### src/hdl/bps_pkg.sv
// ----------------------------------------------------------------------------
// Batch process sequencer package
// Shared types, step codes, drive bit positions and the step transition
// helpers used by the scan logic and the top level.
// ----------------------------------------------------------------------------
`default_nettype none

package bps_pkg;

	// Step codes as they appear on the step_code output.
	localparam logic [2:0] STEP_STANDBY  = 3'd0;
	localparam logic [2:0] STEP_PUMP     = 3'd1;
	localparam logic [2:0] STEP_CLEAN    = 3'd2;
	localparam logic [2:0] STEP_POWER    = 3'd3;
	localparam logic [2:0] STEP_XFER     = 3'd4;
	localparam logic [2:0] STEP_INTERVAL = 3'd5;
	localparam logic [2:0] STEP_FAULT    = 3'd6;

	// Drive bit positions and masks.
	localparam int D_PUMP  = 0;
	localparam int D_POWER = 1;
	localparam int D_CLEAN = 2;
	localparam int D_XFER  = 3;
	localparam int D_BEEP  = 4;
	localparam logic [4:0] D_FOUR_MASK = 5'b01111;

	// Error substates.
	localparam logic [1:0] ERR_SUB_TEMP_LOW  = 2'd0;
	localparam logic [1:0] ERR_SUB_TEMP_HIGH = 2'd1;
	localparam logic [1:0] ERR_SUB_PFAULT    = 2'd2;

	// Timing and temperature constants.
	localparam logic [15:0]       SECS_PER_MIN = 16'd60;
	localparam logic [15:0]       ITV_SECS     = 16'd5;
	localparam logic signed [12:0] TEMP_MIN    = 13'sd10;
	localparam logic [11:0]       TENTHS       = 12'd10;

	// Configuration register indexes.
	localparam logic CFG_TEMP_LIMIT  = 1'b0;
	localparam logic CFG_RUN_MINUTES = 1'b1;

	localparam logic [7:0] TEMP_LIMIT_RST  = 8'd80;
	localparam logic [9:0] RUN_MINUTES_RST = 10'd30;

	// One scan of sensor and button inputs.
	typedef struct packed {
		logic              clean_valve_closed;
		logic              transfer_valve_closed;
		logic              level_high;
		logic              level_mid;
		logic              level_low;
		logic              power_fault;
		logic              receiver_full;
		logic signed [11:0] temperature;
		logic              second_tick;
		logic              start_stop;
		logic              return_pressed;
		logic              return_released;
	} bps_in_t;

	// Sequencer state.
	typedef struct packed {
		logic [2:0]  step;
		logic [1:0]  sub;
		logic [15:0] cnt;
		logic [2:0]  sv_step;
		logic [1:0]  sv_sub;
		logic [4:0]  drv;
	} bps_state_t;

	// One result as held in the output register.
	typedef struct packed {
		logic [2:0]  step;
		logic [1:0]  sub;
		logic [4:0]  drv;
		logic [15:0] cnt;
		logic        exit_req;
	} bps_res_t;

	// Action of the current step and substate on the drives and countdown.
	function automatic bps_state_t sub_action(bps_state_t s, logic [9:0] run_min);
		bps_state_t r;
		logic [15:0] load;
		r = s;
		load = 16'({6'd0, run_min} * SECS_PER_MIN);
		case (r.step)
			STEP_STANDBY: begin
				if (r.sub == 2'd0) r.drv = r.drv & ~D_FOUR_MASK;
			end
			STEP_PUMP: begin
				if (r.sub == 2'd1) r.drv[D_PUMP] = 1'b1;
			end
			STEP_CLEAN: begin
				if (r.sub == 2'd1) r.drv[D_CLEAN] = 1'b1;
				else if (r.sub == 2'd2) r.drv[D_CLEAN] = 1'b0;
			end
			STEP_POWER: begin
				if (r.sub == 2'd0) begin
					r.drv[D_CLEAN] = 1'b0;
					r.drv[D_XFER]  = 1'b0;
					r.drv[D_PUMP]  = 1'b0;
				end else if (r.sub == 2'd1) begin
					r.drv[D_POWER] = 1'b1;
					if (r.cnt == 16'd0) r.cnt = load;
				end
			end
			STEP_XFER: begin
				if (r.sub == 2'd1) r.drv[D_XFER] = 1'b1;
				else if (r.sub == 2'd0 || r.sub == 2'd2) r.drv[D_XFER] = 1'b0;
			end
			STEP_FAULT: begin
				r.drv = r.drv & ~D_FOUR_MASK;
				if (r.sub == ERR_SUB_PFAULT) r.drv[D_BEEP] = 1'b1;
			end
			default: begin
			end
		endcase
		return r;
	endfunction

	// Enter a step, running its entry action.
	function automatic bps_state_t enter_step(bps_state_t s, logic [2:0] to,
			logic [9:0] run_min);
		bps_state_t r;
		logic [2:0] tgt;
		r = s;
		tgt = to;
		if (tgt > STEP_FAULT) begin
			tgt = STEP_STANDBY;
			r.sub = 2'd0;
		end
		r.step = tgt;
		if (tgt == STEP_POWER) r.sub = 2'd0;
		if (tgt == STEP_INTERVAL) begin
			r.drv = r.drv & ~D_FOUR_MASK;
			r.cnt = ITV_SECS;
		end else begin
			r = sub_action(r, run_min);
		end
		return r;
	endfunction

	// Move to another substate of the current step.
	function automatic bps_state_t go_sub(bps_state_t s, logic [1:0] sub,
			logic [9:0] run_min);
		bps_state_t r;
		r = s;
		r.sub = sub;
		return sub_action(r, run_min);
	endfunction

	// Save the current position and enter the error step.
	function automatic bps_state_t go_error(bps_state_t s, logic [1:0] sub,
			logic [9:0] run_min);
		bps_state_t r;
		r = s;
		r.sv_step = r.step;
		r.sv_sub  = r.sub;
		r.sub     = sub;
		return enter_step(r, STEP_FAULT, run_min);
	endfunction

	// Return to the saved position.
	function automatic bps_state_t resume(bps_state_t s, logic [9:0] run_min);
		bps_state_t r;
		r = s;
		r.sub = r.sv_sub;
		return enter_step(r, r.sv_step, run_min);
	endfunction

endpackage

`default_nettype wire

### src/hdl/bps_next.sv
// ----------------------------------------------------------------------------
// Batch process sequencer scan logic
// Computes the next sequencer state and the exit flag for one scan.
// ----------------------------------------------------------------------------
`default_nettype none

module bps_next (
	input  bps_pkg::bps_state_t cur,
	input  bps_pkg::bps_in_t    scan,
	input  logic [7:0]          temp_limit_deg,
	input  logic [9:0]          run_minutes,
	output bps_pkg::bps_state_t nxt,
	output logic                exit_request
);
	import bps_pkg::*;

	logic [11:0]        lim10;
	logic signed [12:0] temp13;
	logic signed [12:0] lim13;
	logic               t_low;
	logic               t_high;
	logic               trip;
	logic [1:0]         trip_sub;
	logic               t_above_min;
	logic               t_below_lim;
	bps_state_t         n;

	// Temperature comparisons against the fixed minimum and the set limit.
	assign lim10       = 12'({4'd0, temp_limit_deg} * TENTHS);
	assign temp13      = {scan.temperature[11], scan.temperature};
	assign lim13       = $signed({1'b0, lim10});
	assign t_low       = temp13 < TEMP_MIN;
	assign t_high      = temp13 > lim13;
	assign trip        = t_low || t_high;
	assign trip_sub    = t_low ? ERR_SUB_TEMP_LOW : ERR_SUB_TEMP_HIGH;
	assign t_above_min = temp13 > TEMP_MIN;
	assign t_below_lim = temp13 < lim13;

	// Checks in priority order, then the substate logic of the current step.
	always_comb begin
		n = cur;
		exit_request = 1'b0;
		if (scan.return_released) begin
			exit_request = 1'b1;
		end else begin
			if (scan.return_pressed) n.drv = n.drv & ~D_FOUR_MASK;
			if (n.step > STEP_FAULT) begin
				n.sub = 2'd0;
				n = enter_step(n, STEP_STANDBY, run_minutes);
			end
			if (n.step != STEP_STANDBY && scan.start_stop) begin
				n.sub = 2'd0;
				n = enter_step(n, STEP_STANDBY, run_minutes);
			end else begin
				case (n.step)
					STEP_STANDBY: begin
						if (trip) begin
							n = go_error(n, trip_sub, run_minutes);
						end else if (n.sub == 2'd0) begin
							if (scan.clean_valve_closed && scan.transfer_valve_closed)
								n = go_sub(n, 2'd1, run_minutes);
						end else if (n.sub == 2'd1) begin
							if (scan.start_stop) begin
								n.sub = 2'd0;
								n = enter_step(n, STEP_PUMP, run_minutes);
							end
						end
					end
					STEP_PUMP: begin
						if (trip) begin
							n = go_error(n, trip_sub, run_minutes);
						end else if (n.sub == 2'd0) begin
							if (scan.level_low) n = go_sub(n, 2'd1, run_minutes);
						end else if (n.sub == 2'd1) begin
							if (scan.level_mid) begin
								n.sub = 2'd0;
								n.drv[D_PUMP] = 1'b0;
								n = enter_step(n, STEP_CLEAN, run_minutes);
							end
						end
					end
					STEP_CLEAN: begin
						if (trip) begin
							n = go_error(n, trip_sub, run_minutes);
						end else if (n.sub == 2'd0) begin
							if (scan.level_mid) n = go_sub(n, 2'd1, run_minutes);
						end else if (n.sub == 2'd1) begin
							if (scan.level_high) n = go_sub(n, 2'd2, run_minutes);
						end else if (n.sub == 2'd2) begin
							if (scan.clean_valve_closed) begin
								n.sub = 2'd0;
								n = enter_step(n, STEP_POWER, run_minutes);
							end
						end
					end
					STEP_POWER: begin
						if (trip) begin
							n = go_error(n, trip_sub, run_minutes);
						end else if (scan.power_fault) begin
							n = go_error(n, ERR_SUB_PFAULT, run_minutes);
						end else if (n.sub == 2'd0) begin
							if (scan.level_high && scan.clean_valve_closed
									&& scan.transfer_valve_closed)
								n = go_sub(n, 2'd1, run_minutes);
						end else if (n.sub == 2'd1) begin
							if (scan.second_tick) begin
								if (n.cnt != 16'd0) n.cnt = n.cnt - 16'd1;
								if (n.cnt == 16'd0) begin
									n.sub = 2'd0;
									n.drv[D_POWER] = 1'b0;
									n = enter_step(n, STEP_XFER, run_minutes);
								end
							end
						end
					end
					STEP_XFER: begin
						if (n.sub == 2'd0) begin
							if (!scan.receiver_full) begin
								n.drv[D_BEEP] = 1'b0;
								n = go_sub(n, 2'd1, run_minutes);
							end
						end else if (n.sub == 2'd1) begin
							if (scan.level_low) n = go_sub(n, 2'd2, run_minutes);
						end else if (n.sub == 2'd2) begin
							if (scan.transfer_valve_closed) begin
								n.sub = 2'd0;
								n = enter_step(n, STEP_INTERVAL, run_minutes);
							end
						end
					end
					STEP_INTERVAL: begin
						if (trip) begin
							n = go_error(n, trip_sub, run_minutes);
						end else if (scan.second_tick) begin
							if (n.cnt != 16'd0) n.cnt = n.cnt - 16'd1;
							if (n.cnt == 16'd0) n = enter_step(n, STEP_PUMP, run_minutes);
						end
					end
					STEP_FAULT: begin
						if (n.sub == ERR_SUB_TEMP_LOW) begin
							if (t_above_min) n = resume(n, run_minutes);
						end else if (n.sub == ERR_SUB_TEMP_HIGH) begin
							if (t_below_lim) n = resume(n, run_minutes);
						end else if (n.sub == ERR_SUB_PFAULT) begin
							if (!scan.power_fault) begin
								n.drv[D_BEEP] = 1'b0;
								n = resume(n, run_minutes);
							end else if (scan.second_tick) begin
								n.drv[D_BEEP] = ~n.drv[D_BEEP];
							end
						end
					end
					default: begin
					end
				endcase
			end
		end
		nxt = n;
	end

endmodule

`default_nettype wire

### src/hdl/batch_process_sequencer.sv
// ----------------------------------------------------------------------------
// Batch process sequencer
// Step sequencer of a batch process: one scan in, one drive result out.
// ----------------------------------------------------------------------------
// Usage:
// Each request on the input channel (in_valid/in_ready) is one scan of the
// limit switches, level sensors, fault bits, temperature, tick and buttons.
// Each scan yields exactly one result on the output channel
// (out_valid/out_ready): step, substate, drives, countdown and exit flag.
// A scan is captured in an input register; on the next edge at which the
// output register is free it is evaluated against the sequencer state and
// the result is loaded into the output register. One scan per cycle is
// taken while out_ready stays high. The rate is set by the single
// evaluation stage between the two registers.
// When the receiver stalls, the result is held, the pending scan waits in
// the input register and in_ready drops once both are full.
// Reset clears the sequencer to standby with all drives off and loads the
// default limits (80 degrees, 30 minutes). Configuration writes on
// cfg_we/cfg_index/cfg_data take effect at once and are meant for idle time.
// ----------------------------------------------------------------------------
`default_nettype none

module batch_process_sequencer (
	input  logic        clk,
	input  logic        arst_n,
	// Configuration write port
	input  logic        cfg_we,
	input  logic        cfg_index,
	input  logic [9:0]  cfg_data,
	// Input channel
	input  logic        in_valid,
	output logic        in_ready,
	input  logic        clean_valve_closed,
	input  logic        transfer_valve_closed,
	input  logic        level_high,
	input  logic        level_mid,
	input  logic        level_low,
	input  logic        power_fault,
	input  logic        receiver_full,
	input  logic signed [11:0] temperature,
	input  logic        second_tick,
	input  logic        start_stop,
	input  logic        return_pressed,
	input  logic        return_released,
	// Output channel
	output logic        out_valid,
	input  logic        out_ready,
	output logic [2:0]  step_code,
	output logic [1:0]  substate,
	output logic        pump_on,
	output logic        power_on,
	output logic        clean_valve_open,
	output logic        transfer_valve_open,
	output logic        beeper_on,
	output logic [15:0] seconds_left,
	output logic        exit_request
);
	import bps_pkg::*;

	logic [7:0] temp_limit_deg_q;
	logic [9:0] run_minutes_q;

	logic       valid_s1;
	bps_in_t    scan_s1;
	bps_in_t    scan_in;

	bps_state_t state_q;
	bps_state_t state_nxt;
	logic       exit_nxt;

	logic       out_valid_q;
	bps_res_t   res_q;
	logic       advance;

	// Configuration registers.
	always_ff @(posedge clk or negedge arst_n) begin
		if (!arst_n) begin
			temp_limit_deg_q <= TEMP_LIMIT_RST;
			run_minutes_q    <= RUN_MINUTES_RST;
		end else if (cfg_we) begin
			if (cfg_index == CFG_TEMP_LIMIT) temp_limit_deg_q <= cfg_data[7:0];
			else if (cfg_index == CFG_RUN_MINUTES) run_minutes_q <= cfg_data;
		end
	end

	// Handshake: the scan advances when the output register is free or drains.
	assign advance  = valid_s1 && (!out_valid_q || out_ready);
	assign in_ready = !valid_s1 || advance;

	assign scan_in = '{
		clean_valve_closed:    clean_valve_closed,
		transfer_valve_closed: transfer_valve_closed,
		level_high:            level_high,
		level_mid:             level_mid,
		level_low:             level_low,
		power_fault:           power_fault,
		receiver_full:         receiver_full,
		temperature:           temperature,
		second_tick:           second_tick,
		start_stop:            start_stop,
		return_pressed:        return_pressed,
		return_released:       return_released
	};

	// Input register.
	always_ff @(posedge clk or negedge arst_n) begin
		if (!arst_n) begin
			valid_s1 <= 1'b0;
		end else if (in_ready) begin
			valid_s1 <= in_valid;
		end
	end

	always_ff @(posedge clk) begin
		if (in_valid && in_ready) scan_s1 <= scan_in;
	end

	// Scan evaluation.
	bps_next u_next (
		.cur            (state_q),
		.scan           (scan_s1),
		.temp_limit_deg (temp_limit_deg_q),
		.run_minutes    (run_minutes_q),
		.nxt            (state_nxt),
		.exit_request   (exit_nxt)
	);

	// Sequencer state.
	always_ff @(posedge clk or negedge arst_n) begin
		if (!arst_n) begin
			state_q <= '{
				step:    STEP_STANDBY,
				sub:     2'd0,
				cnt:     16'd0,
				sv_step: STEP_STANDBY,
				sv_sub:  2'd0,
				drv:     5'd0
			};
		end else if (advance) begin
			state_q <= state_nxt;
		end
	end

	// Result register.
	always_ff @(posedge clk or negedge arst_n) begin
		if (!arst_n) begin
			out_valid_q <= 1'b0;
		end else if (advance) begin
			out_valid_q <= 1'b1;
		end else if (out_ready) begin
			out_valid_q <= 1'b0;
		end
	end

	always_ff @(posedge clk) begin
		if (advance) begin
			res_q <= '{
				step:     state_nxt.step,
				sub:      state_nxt.sub,
				drv:      state_nxt.drv,
				cnt:      state_nxt.cnt,
				exit_req: exit_nxt
			};
		end
	end

	assign out_valid           = out_valid_q;
	assign step_code           = res_q.step;
	assign substate            = res_q.sub;
	assign pump_on             = res_q.drv[D_PUMP];
	assign power_on            = res_q.drv[D_POWER];
	assign clean_valve_open    = res_q.drv[D_CLEAN];
	assign transfer_valve_open = res_q.drv[D_XFER];
	assign beeper_on           = res_q.drv[D_BEEP];
	assign seconds_left        = res_q.cnt;
	assign exit_request        = res_q.exit_req;

	// A pending scan is never dropped while the output is stalled.
	a_hold_s1: assert property (@(posedge clk) disable iff (!arst_n)
		valid_s1 && !advance |=> valid_s1)
		else $error("pending scan lost while stalled");

	// A return release leaves the sequencer state untouched.
	a_exit_hold: assert property (@(posedge clk) disable iff (!arst_n)
		advance && scan_s1.return_released |=> state_q == $past(state_q))
		else $error("state changed on return release");

	// In the error step the pump, power and both valves are off.
	a_err_drives: assert property (@(posedge clk) disable iff (!arst_n)
		out_valid_q && res_q.step == STEP_FAULT |->
			(res_q.drv & D_FOUR_MASK) == 5'd0)
		else $error("drive active in error step");

	// The step register never holds an undefined code.
	a_step_code: assert property (@(posedge clk) disable iff (!arst_n)
		state_q.step <= STEP_FAULT)
		else $error("undefined step code held");

endmodule

`default_nettype wire

### config.mk
export PLATFORM = sky130hd
export DESIGN_NAME = batch_process_sequencer
export DESIGN_NICKNAME = d
export VERILOG_FILES = /design/src/hdl/bps_pkg.sv /design/src/hdl/bps_next.sv /design/src/hdl/batch_process_sequencer.sv
export SDC_FILE = /design/constraint.sdc
export NUM_CORES = 1
export LEC_CHECK = 0
export BUFFER_PORTS_ARGS = -buffer_cell sky130_fd_sc_hd__buf_2
export CAP_MARGIN = 20
export CELL_PAD_IN_SITES_DETAIL_PLACEMENT = 0
export CELL_PAD_IN_SITES_GLOBAL_PLACEMENT = 1
export CORE_MARGIN = 3
export CORE_UTILIZATION = 40
export DETAILED_ROUTE_END_ITERATION = 8
export PLACE_DENSITY_LB_ADDON = 0.1
export SYNTH_ARGS = -nofsm -noshare
export SYNTH_HDL_FRONTEND = slang
export SYNTH_SLANG_ARGS = --single-unit
### constraint.sdc
create_clock -name clk -period 6.8 [get_ports clk]
set_input_delay 1.02 -clock clk [delete_from_list [all_inputs] [get_ports clk]]
set_output_delay 1.02 -clock clk [all_outputs]
set_load 0.03 [all_outputs]
==> metrics.yaml, run 1 <==
cts:
  clk-insertion-delay-late_ns: 0.36
  hold_buffers: 0
  root_buffer: "clkbuf_16"
  clk_path_buf_depth: 2
  cts_tree: "done"
  ctsResizeCount: 0
  cts.sinks: 101
  htreeDepth: 3
  post_cts_buffers: 0
  numCtsBuffers: 9
  clkSlewWorstSetupHoldPaths_ns: 0.07
synth:
  synth_commonest_cells: "nand2_1 (92), o21ai_0 (68), nor2_1 (64), a21oi_1 (53), edfxtp_1 (50)"
  yosys.area.top_type_share_pct: 18.70
  synthCells: 913
  async_flop_share_pct: 50.50
  synth_edf_count: 50
  syn_nets: 1013
  synth_area_mm2: 0.008030
  synth_top_area_cell: "edfxtp_1"
  synthTopCellsByArea: "edfxtp_1 (19%), dfrtp_1 (14%), ha_1 (6.7%)"
  yosys_warnings: 0
  syn_avg_cell_area_um2: 8.795
  ys_types: 77
  seq_area_frac_synth_pct: 34.68
  synth-seq-cells: 101
  ys.flop_type: "edfxtp_1"
  synth.most_common_cell: "nand2_1"
worst_setup_path:
  arrival_ns: 5.41
  crit_family: "compound AO/OA/AOI/OAI gates"
  cp-end-kind: "register"
  r2r-start: "temp_limit_deg_q[4]"
  slowest_delay_ns: 0.56
  worst_path_most_repeated_cell: "ha_1"
  criticalPathCategory: "reg -> reg"
  worstPathRequired_ns: 6.87
  crit_chain: "ha_1 > ha_1 > a21o_1 > a21oi_1 > o21bai_1 > a21oi_1 > nor2b_1 > o21ai_0 > ha_1 > or4b_1 > nor3_1 > a211oi_1 > buf_4 > nand2b_1 > o311a_1 > nor4_1 > o21ai_0"
  startpoint: "temp_limit_deg_q[4]"
  crit_slowest_cell: "dfstp_2"
  worst-path-max-fanout: 20
  worst-path-buf-inv: 1
  critPathLaunchType: "register"
sta:
  slew_headroom_pct: 25.86
  hold_violations: 0
  final_critical_path_setup_slack_ns: 1.459
  setup_viol: 0
  max_freq_mhz: 187.2
  finalCritPeriodShare_pct: 78.55
  rsz0062_at_grt: "no"
  hold_slack_ns: 0.5102
  skew_ns: 0.007374
  slew_violations: 0
  tns_ns: 0
  tightest_slew_ns: 1.104
  fin_crit_ns: 5.341
finish:
  final_nets: 1047
  stdcell_area_mm2: 0.008842
  antenna-diode-count: 0
  final_layout_size_suffix_gt1_share_pct: 14.39
  layout.cells.non_filler: 1217
  area_growth_pct: 10.11
  nFillCells: 1924
  final_util_pct: 45.14
die:
  start_util_pct: 40.99
  chipHeight_um: 147.7
  fp.dieArea_mm2: 0.02181
  die_x_um: 147.7
  io_pins: 68
  core_area_mm2: 0.01959
  rows: 51
routing:
  routed_wl_um: 26740
  dr.pass1.iters: 5
  drt_iter0_drc: 786
  drc_errors: 0
  routedWlPerCell_um: 21.97
  ant_nets: 0
  viasPerCell: 6.174
  vias: 7514
placed_design:
  dp_slack_ns: 1.522
  dp_cells: 1201
  post_dp_cell_area_mm2: 0.008549
  gp_congestion: 0.9747
  place_hpwl_um: 20120
  port_buffers: 67
global_routing:
  grt_pass1_vias: 7178
  antenna_found_initial: 0
  grt_start_max_net_pins: 52
  grt_pass1_wl_um: 41560
  grt_use_total_pct: 24.58
  grt-ovfl-total: 0
status:
  outcome: "finished, final reports clean"
power:
  leakage_nw: 3.513
  power_mw: 2.932
  powerDensity_mw_per_mm2: 331.6
  vdd_drop_max_uv: 164.1
flow_run:
  cap_violations: 0
worst_hold_path:
  hold_path.class: "reg -> reg"
  holdCritStartpoint: "state_q[3]"
-- worst paths after layout --
check | end | slack, ns | depth (start not counted)
setup / recovery | seconds_left[2] | 1.46 | 17
hold reg to reg | state_q[3] | 0.51 | 2
hold / removal | state_q[3] | 0.51 | 2
setup reg to reg | seconds_left[2] | 1.46 | 17
min in group asynchronous | state_q[3] | 0.81 | 2
max in group asynchronous | temp_limit_deg_q[0] | 5.47 | 2
-- layout by cell type, fill, tap and decap left out, types with 8 or more instances in the layout --
master     instances
buf_4             11
nor3_1            33
mux2_2            19
nor2b_1            9
and3_1            10
o211ai_1          10
nand2_1           92
buf_2             67
clkbuf_16          9
xnor2_1           10
nand3_1           27
xor2_1             8
edfxtp_1          50
ha_1              43
fa_1              18
inv_1             49
o21ai_0           68
or3_1             10
nor4_1            10
nand2b_1          21
dfrtp_1           45
a211oi_1          14
nand4_1            8
a21oi_1           53
a31oi_1           16
o22ai_1           10
o31ai_1           12
nor2_1            64
a22o_1            13
-- registers in the layout, indices dropped and copies added, names as in the netlist, named ones only --
name	count
beeper_on	1
step_code	3
seconds_left	16
power_on	1
valid_s1	1
transfer_valve_open	1
temp_limit_deg_q	8
scan_s1	23
substate	2
clean_valve_open	1
exit_request	1
pump_on	1
state_q	26
run_minutes_q	10
out_valid	1
-- layer usage --
| layer | vias to the layer above | part of all wire [%] | global-route usage, % |
|---|---|---|---|
| li1 | 3466 | - | - |
| met1 | 3619 | 45 | 35.42 |
| met2 | 374 | 44 | 36.80 |
| met3 | 55 | 8.3 | 4.874 |
| met4 | 0 | 3.3 | 8.947 |
| met5 | - | 0 | 0 |
-- area by class of cell --
cell class | instances | area [um2] | share of cell area [%]
multi-input combinational | 705 | 4820 | 54.51
inverter | 52 | 195.2 | 2.207
clock buffer | 11 | 232.7 | 2.632
tap | 265 | 331.6 | 3.750
clock inverter | 5 | 60.06 | 0.6792
timing repair buffer | 78 | 417.9 | 4.726
sequential | 101 | 2785 | 31.50
-- worst register-to-register path, delay by kind of cell, from the launching register on --
kind            cells  cell delay, ns
compound gates      8            1.76
fa+ha+maj           3            0.86
buf+inv             1            0.20
flops               1            0.56
simple gates        5            1.69
-- report_power, final --
group / switching [mW] / total [mW] / internal [mW]
sequential: 0.110 / 0.843 / 0.734
combinational: 0.997 / 1.55 / 0.558
clock: 0.246 / 0.534 / 0.288
total: 1.35 / 2.93 / 1.58
-- logic make-up after synthesis --
kind of cell	after synthesis	share of synthesized area, %
compound gates	284	23.61
xor+xnor	18	1.963
fa+ha+maj	61	11.19
buf+inv	107	5.298
flops	101	34.68
mux	22	3.038
simple gates	320	20.22
Note: power is estimated with default switching activity, not from simulation.
==> inputs of run 2 (changes only) <==
ABC_AREA = 1   (was not set)
clock period = 4.95 ns   (was 6.8 ns; I/O delays follow)
==> run 2 against run 1 <==
Effect of this change: global-route usage grew 0.056 points; synthesized cell count grew 30%; clock skew shrank 0.00072 ns; clock-buffer cell count shrank 1; core utilization grew 0.54 points; routed wire length grew 2.9%; power grew 93%; register-to-register slack lost 0.88 ns; sequential share of layout area shrank 1.7 points; critical path depth grew 4; die area grew 4.3%; highest routed layer unchanged.
==> metrics.yaml, run 2 <==
routing:
  ant_nets: 0  # unchanged
  drc_errors: 0  # unchanged
  viasPerCell: 5.378  # -13%
  vias: 8169  # +8.7%
  dr.pass1.iters: 5  # unchanged
  drt_iter0_drc: 682  # -13%
  routedWlPerCell_um: 18.11  # -18%
  routed_wl_um: 27510  # +2.9%
synth:
  synth.most_common_cell: "nand2_1"
  seq_area_frac_synth_pct: 33.20  # -1.5 points
  synthCells: 1186  # +30%
  synth_area_mm2: 0.008389  # +4.5%
  synth-adder-area-share_pct: 10.71  # -0.48 points
  syn_avg_cell_area_um2: 7.074  # -20%
  async_flop_share_pct: 50.50  # unchanged
  synth-seq-cells: 101  # unchanged
  synth_edf_count: 50  # unchanged
  ys_types: 49  # -36%
  synthTopCellsByArea: "edfxtp_1 (18%), nand2_1 (15%), dfrtp_1 (13%)"
  synthSimpleGateAreaFrac_pct: 28.19  # +8.0 points
  yosys.area.top_type_share_pct: 17.90  # -0.80 points
  ys.flop_type: "edfxtp_1"
  muxShareOfSynthArea_pct: 0  # -3.0 points
  synth_commonest_cells: "nand2_1 (336), inv_1 (138), o21ai_0 (117), nor2_1 (94), nand3_1 (77)"
  yosys_warnings: 0  # unchanged
  syn_nets: 1286  # +27%
  synth_top_family_by_area: "simple AND/OR/NAND/NOR gates"
  synth_top_area_cell: "edfxtp_1"
  synth_xor_area_share_pct: 1.462  # -0.50 points
  synth_compound_area_share_pct: 17.64  # -6.0 points
sta:
  fin_crit_ns: 4.367  # -0.9747 ns
  slew_violations: 0  # unchanged
  max_freq_mhz: 229.0  # +22%
  hold_violations: 0  # unchanged
  finalCritPeriodShare_pct: 88.22  # +9.7 points
  rsz0062_at_grt: "no"
  tightest_slew_ns: 1.067  # -0.03653 ns
  setup_viol: 0  # unchanged
  slew_headroom_pct: 28.79  # +2.9 points
  skew_ns: 0.006658  # -0.0007159 ns
  tns_ns: 0  # unchanged
  final_critical_path_setup_slack_ns: 0.5832  # -0.8753 ns
cts:
  hold_buffers: 0  # unchanged
  numCtsBuffers: 9  # unchanged
  cts.sinks: 101  # unchanged
  ctsResizeCount: 0  # unchanged
  clk-insertion-delay-late_ns: 0.36  # about the same
  clk_path_buf_depth: 2  # unchanged
  root_buffer: "clkbuf_16"
  clkSlewWorstSetupHoldPaths_ns: 0.07  # about the same
  htreeDepth: 3  # unchanged
  post_cts_buffers: 0  # unchanged
  cts_tree: "done"
die:
  fp.dieArea_mm2: 0.02275  # +4.3%
  start_util_pct: 41.06  # +0.073 points
  io_pins: 68  # unchanged
  rows: 52  # +2.0%
  core_area_mm2: 0.02043  # +4.3%
  die_x_um: 150.8  # +2.1%
  chipHeight_um: 150.8  # +2.1%
placed_design:
  port_buffers: 67  # unchanged
  dp_cells: 1502  # +25%
  gp_congestion: 0.9640  # -1.1%
  dp_slack_ns: 0.5406  # -0.9818 ns
  place_hpwl_um: 20970  # +4.2%
  post_dp_cell_area_mm2: 0.009000  # +5.3%
worst_hold_path:
  hold_path.class: "reg -> reg"
worst_setup_path:
  critPathLaunchType: "register"
  worst-path-max-fanout: 7  # -65%
  worstPathRequired_ns: 5.04  # -1.83 ns
  cp-end-kind: "register"
  criticalPathCategory: "reg -> reg"
  arrival_ns: 4.46  # -0.95 ns
finish:
  nFillCells: 2141  # +11%
  layout.cells.non_filler: 1519  # +25%
  multi_input_comb_area_mm2: 0.004866  # +0.96%
  final_cell_mix: "nand2_1 (336), inv_1 (138), o21ai_0 (117)"
  antenna-diode-count: 0  # unchanged
  stdcell_area_mm2: 0.009331  # +5.5%
  layout_commonest_cell: "nand2_1"
  final_layout_size_suffix_gt1_share_pct: 11.21  # -3.2 points
  area_growth_pct: 11.23
  final_util_pct: 45.68  # +0.54 points
  seqCellArea_mm2: 0.002785  # unchanged
  top_register: "state_q"
  final_nets: 1344  # +28%
  largest_reg_flops: 26  # unchanged
global_routing:
  grt_start_max_net_pins: 64  # +23%
  grt_use_total_pct: 24.63  # +0.056 points
  grt_pass1_vias: 7535  # +5.0%
  antenna_found_initial: 0  # unchanged
  grt_pass1_wl_um: 42940  # +3.3%
  grt-ovfl-total: 0  # unchanged
power:
  vdd_drop_max_uv: 230.0  # +40%
  leakage_nw: 4.457  # +27%
  powerDensity_mw_per_mm2: 606.0  # +83%
flow_run:
  cap_violations: 0  # unchanged
status:
  outcome: "finished, final reports clean"
[run 2: cell type report]
cell class / instances / share of cell area (%)
clock buffers: 10 / 2.682
multi-input cells: 898 / 52.15
well taps: 270 / 3.620
clock inverters: 6 / 0.6570
inverters: 152 / 6.114
repair buffers: 82 / 4.934
flip-flops and latches: 101 / 29.85
[run 2: final timing paths]
check	from	to	slack, ns	cells after the start
worst max-delay path	temp_limit_deg_q[3]	seconds_left[6]	0.58	21
worst min-delay path	run_minutes_q[6]	run_minutes_q[6]	0.49	2
worst max register to register	temp_limit_deg_q[3]	seconds_left[6]	0.58	21
worst min register to register	run_minutes_q[6]	run_minutes_q[6]	0.49	2
max in group asynchronous	arst_n	async pin	3.91	2
min in group asynchronous	arst_n	state_q[21]	0.53	2
[run 2: cells by family after synthesis]
group                    after synthesis
AND/OR/NAND/NOR                      560
AO/OA/AOI/OAI                        263
flip-flops                           101
XOR/XNOR                              14
adder cells (fa/ha/maj)               61
buffers and inverters                187
[run 2: routing by layer]
layer  global-route usage (%)  wire [um]  vias to the layer above
met2                    37.64      11860                      311
met1                    37.07      13230                     3759
li1                         -          -                     4067
met3                    3.351       2053                       32
met4                    5.621        368                        0
met5                        0          0                        -
[run 2: per-stage QoR]
step                power (mW)  hold slack, ns
floorplan                3.878          0.4244
global placement         4.871          0.4681
detailed placement       4.847          0.4740
CTS                      5.617          0.4932
global route             6.156          0.5253
finish                   5.655          0.4885
[run 2: report_power, final]
group / leakage (nW) / switching [mW] / internal (mW)
Sequential: 1.13 / 0.268 / 1.11
Combinational: 3.18 / 2.46 / 1.07
Clock: 0.150 / 0.358 / 0.386
Total: 4.46 / 3.08 / 2.57
[run 2: worst max-delay path, stage by stage, from the launching register on]
cell and delay [ns]:
dfrtp_1 0.41, ha_1 0.29, ha_1 0.23, fa_1 0.40, a21oi_1 0.14, o21bai_1 0.10, nand2_1 0.07, nand2_1 0.04
a21oi_1 0.15, xor2_1 0.17, ha_1 0.26, nand2_1 0.09, nor2_1 0.05, nor3b_1 0.13, nand2_1 0.07, nand3_1 0.08
nand3_1 0.16, nand3_1 0.25, nand2_1 0.35, nand2_1 0.13, nor2_2 0.38, o21ai_1 0.14
==> inputs of run 3 (changes only) <==
CELL_PAD_IN_SITES_DETAIL_PLACEMENT = not set   (was 0)
CELL_PAD_IN_SITES_GLOBAL_PLACEMENT = not set   (was 1)
==> run 3 against run 2 <==
Effect of this change: register-to-register slack lost 0.05 ns; largest cell class unchanged; routed wire length shrank 3.4%; power shrank 1.4%; largest power group unchanged; sequential power is essentially flat; combinational power shrank 1%.
==> metrics.yaml, run 3 (same netlist as run 2, synthesis figures left out) <==
flow_run:
  cap_violations: 0  # unchanged
finish:
  final_cell_mix: "nand2_1 (336), inv_1 (138), o21ai_0 (117)"
  final_nets: 1341  # -0.22%
  area_growth_pct: 10.74
  layout.cells.non_filler: 1516  # -0.20%
  antenna-diode-count: 0  # unchanged
  largest_reg_flops: 26  # unchanged
  nFillCells: 2188  # +2.2%
  top_register: "state_q"
  layout_commonest_cell: "nand2_1"
  final_layout_size_suffix_gt1_share_pct: 11.00  # -0.21 points
routing:
  vias: 8304  # +1.7%
  drc_errors: 0  # unchanged
  drt_iter0_drc: 723  # +6.0%
  ant_nets: 0  # unchanged
  routedWlPerCell_um: 17.52  # -3.3%
  routed_wl_um: 26560  # -3.4%
  dr.pass1.iters: 5  # unchanged
  viasPerCell: 5.478  # +1.9%
sta:
  tns_ns: 0  # unchanged
  finalCritPeriodShare_pct: 89.25  # +1.0 points
  hold_slack_ns: 0.4859  # -0.002560 ns
  rsz0062_at_grt: "no"
  setup_viol: 0  # unchanged
  skew_ns: 0.01473  # +0.008071 ns
  slew_violations: 0  # unchanged
  tightest_slew_ns: 0.9784  # -0.08865 ns
  hold_violations: 0  # unchanged
  slew_headroom_pct: 34.70  # +5.9 points
  max_freq_mhz: 226.4  # -1.2%
  fin_crit_ns: 4.418  # +0.05085 ns
placed_design:
  dp_cells: 1499  # -0.20%
  port_buffers: 67  # unchanged
  gp_congestion: 0.9825  # +1.9%
  place_hpwl_um: 20340  # -3.0%
cts:
  cts_tree: "done"
  root_buffer: "clkbuf_16"
  clk-insertion-delay-late_ns: 0.36  # about the same
  clk_path_buf_depth: 2  # unchanged
  post_cts_buffers: 0  # unchanged
  cts.sinks: 101  # unchanged
  hold_buffers: 0  # unchanged
  clkSlewWorstSetupHoldPaths_ns: 0.08  # about the same
  numCtsBuffers: 9  # unchanged
  ctsResizeCount: 0  # unchanged
  htreeDepth: 3  # unchanged
worst_setup_path:
  criticalPathCategory: "reg -> reg"
  worstPathRequired_ns: 5.18  # +0.14 ns
  worst-path-max-fanout: 7  # unchanged
  cp-end-kind: "register"
  critPathLaunchType: "register"
  arrival_ns: 4.65  # +0.19 ns
global_routing:
  grt_pass1_vias: 7531  # -0.053%
  grt-ovfl-total: 0  # unchanged
  grt_pass1_wl_um: 41790  # -2.7%
  antenna_found_initial: 0  # unchanged
  grt_start_max_net_pins: 64  # unchanged
  grt_use_total_pct: 23.66  # -0.97 points
power:
  power.internal_mw: 2.544  # -1.1%
  seqPwrFrac_pct: 24.8  # +0.4 points
  p_sw_mw: 3.033  # -1.6%
  powerDensity_mw_per_mm2: 600.3  # -0.94%
  leakage_nw: 4.435  # -0.50%
  combPwrFrac_pct: 62.6  # +0.2 points
  clkPwrFrac_pct: 12.7  # -0.5 points
  vdd_drop_max_uv: 201.2  # -13%
  sw_frac_of_total_pct: 54.39  # -0.13 points
die:
  start_util_pct: 41.06  # unchanged
  die_x_um: 150.8  # unchanged
  io_pins: 68  # unchanged
  chipHeight_um: 150.8  # unchanged
  core_area_mm2: 0.02043  # unchanged
  fp.dieArea_mm2: 0.02275  # unchanged
  rows: 52  # unchanged
worst_hold_path:
  hold_path.class: "reg -> reg"
status:
  outcome: "finished, final reports clean"
## run 3: power groups by stage
stage	registers, mW	clock network (mW)	logic [mW]
final	1.38	0.707	3.49
after global routing	1.41	0.757	3.93
after floorplan	1.37	0	2.51
after global placement	1.39	0	3.43
after CTS	1.37	0.729	3.44
after detailed placement	1.39	0	3.42
## run 3: layout make-up
class | instances | area, um2 | share of cell area (%)
multi-input combinational | 898 | 4866 | 52.38
sequential | 101 | 2785 | 29.98
inverter | 152 | 570.5 | 6.141
timing repair buffer | 79 | 437.9 | 4.714
tap | 270 | 337.8 | 3.636
clock buffer | 10 | 239.0 | 2.572
clock inverter | 6 | 53.80 | 0.5791
## run 3: through the flow
step	instance area (um2)	total power, mW	utilization [%]	setup WS, ns
final	9290	5.577	45.47	0.5323
after global routing	9290	6.095	45.47	0.1179
after CTS	9270	5.541	45.38	0.5166
after detailed placement	8977	4.808	43.94	0.5234
after global placement	8977	4.820	43.94	0.6535
after floorplan	8389	3.878	-	1.216
## run 3: path summary, 6_finish.rpt
kind / from / end / slack, ns / cells after the start
worst max-delay path: temp_limit_deg_q[1] / state_q[13] / 0.53 / 23
worst min-delay path: run_minutes_q[6] / run_minutes_q[6] / 0.49 / 2
worst max register to register: temp_limit_deg_q[1] / state_q[13] / 0.53 / 23
worst min register to register: run_minutes_q[6] / run_minutes_q[6] / 0.49 / 2
max in group asynchronous: arst_n / state_q[4] / 3.89 / 2
min in group asynchronous: arst_n / valid_s1 / 0.52 / 2
## run 3: critical path: stages, from the launching register on
cell and delay, ns:
dfrtp_1 0.40, ha_1 0.30, ha_1 0.22, fa_1 0.41
a21oi_1 0.15, o21bai_1 0.10, nand2_1 0.07, nand2_1 0.04
a21oi_1 0.15, xor2_1 0.16, ha_1 0.26, a21oi_1 0.19
o21a_1 0.14, nand3_1 0.09, nand2_1 0.11, nand2_1 0.19
nor2_1 0.37, inv_1 0.08, nand4_1 0.11, nand2_1 0.10
nor2_2 0.36, o21ai_1 0.13, nand2_1 0.07, o21ai_0 0.09
## run 3: layer usage
| metal | routed length [um] | global-route usage [%] | vias up | part of all wire, % |
|---|---|---|---|---|
| li1 | - | - | 4066 | - |
| met1 | 12550 | 35.79 | 3845 | 47 |
| met3 | 2096 | 3.651 | 44 | 7.9 |
| met4 | 537 | 6.482 | 0 | 2.0 |
| met2 | 11380 | 35.14 | 349 | 43 |
| met5 | 0 | 0 | - | 0 |
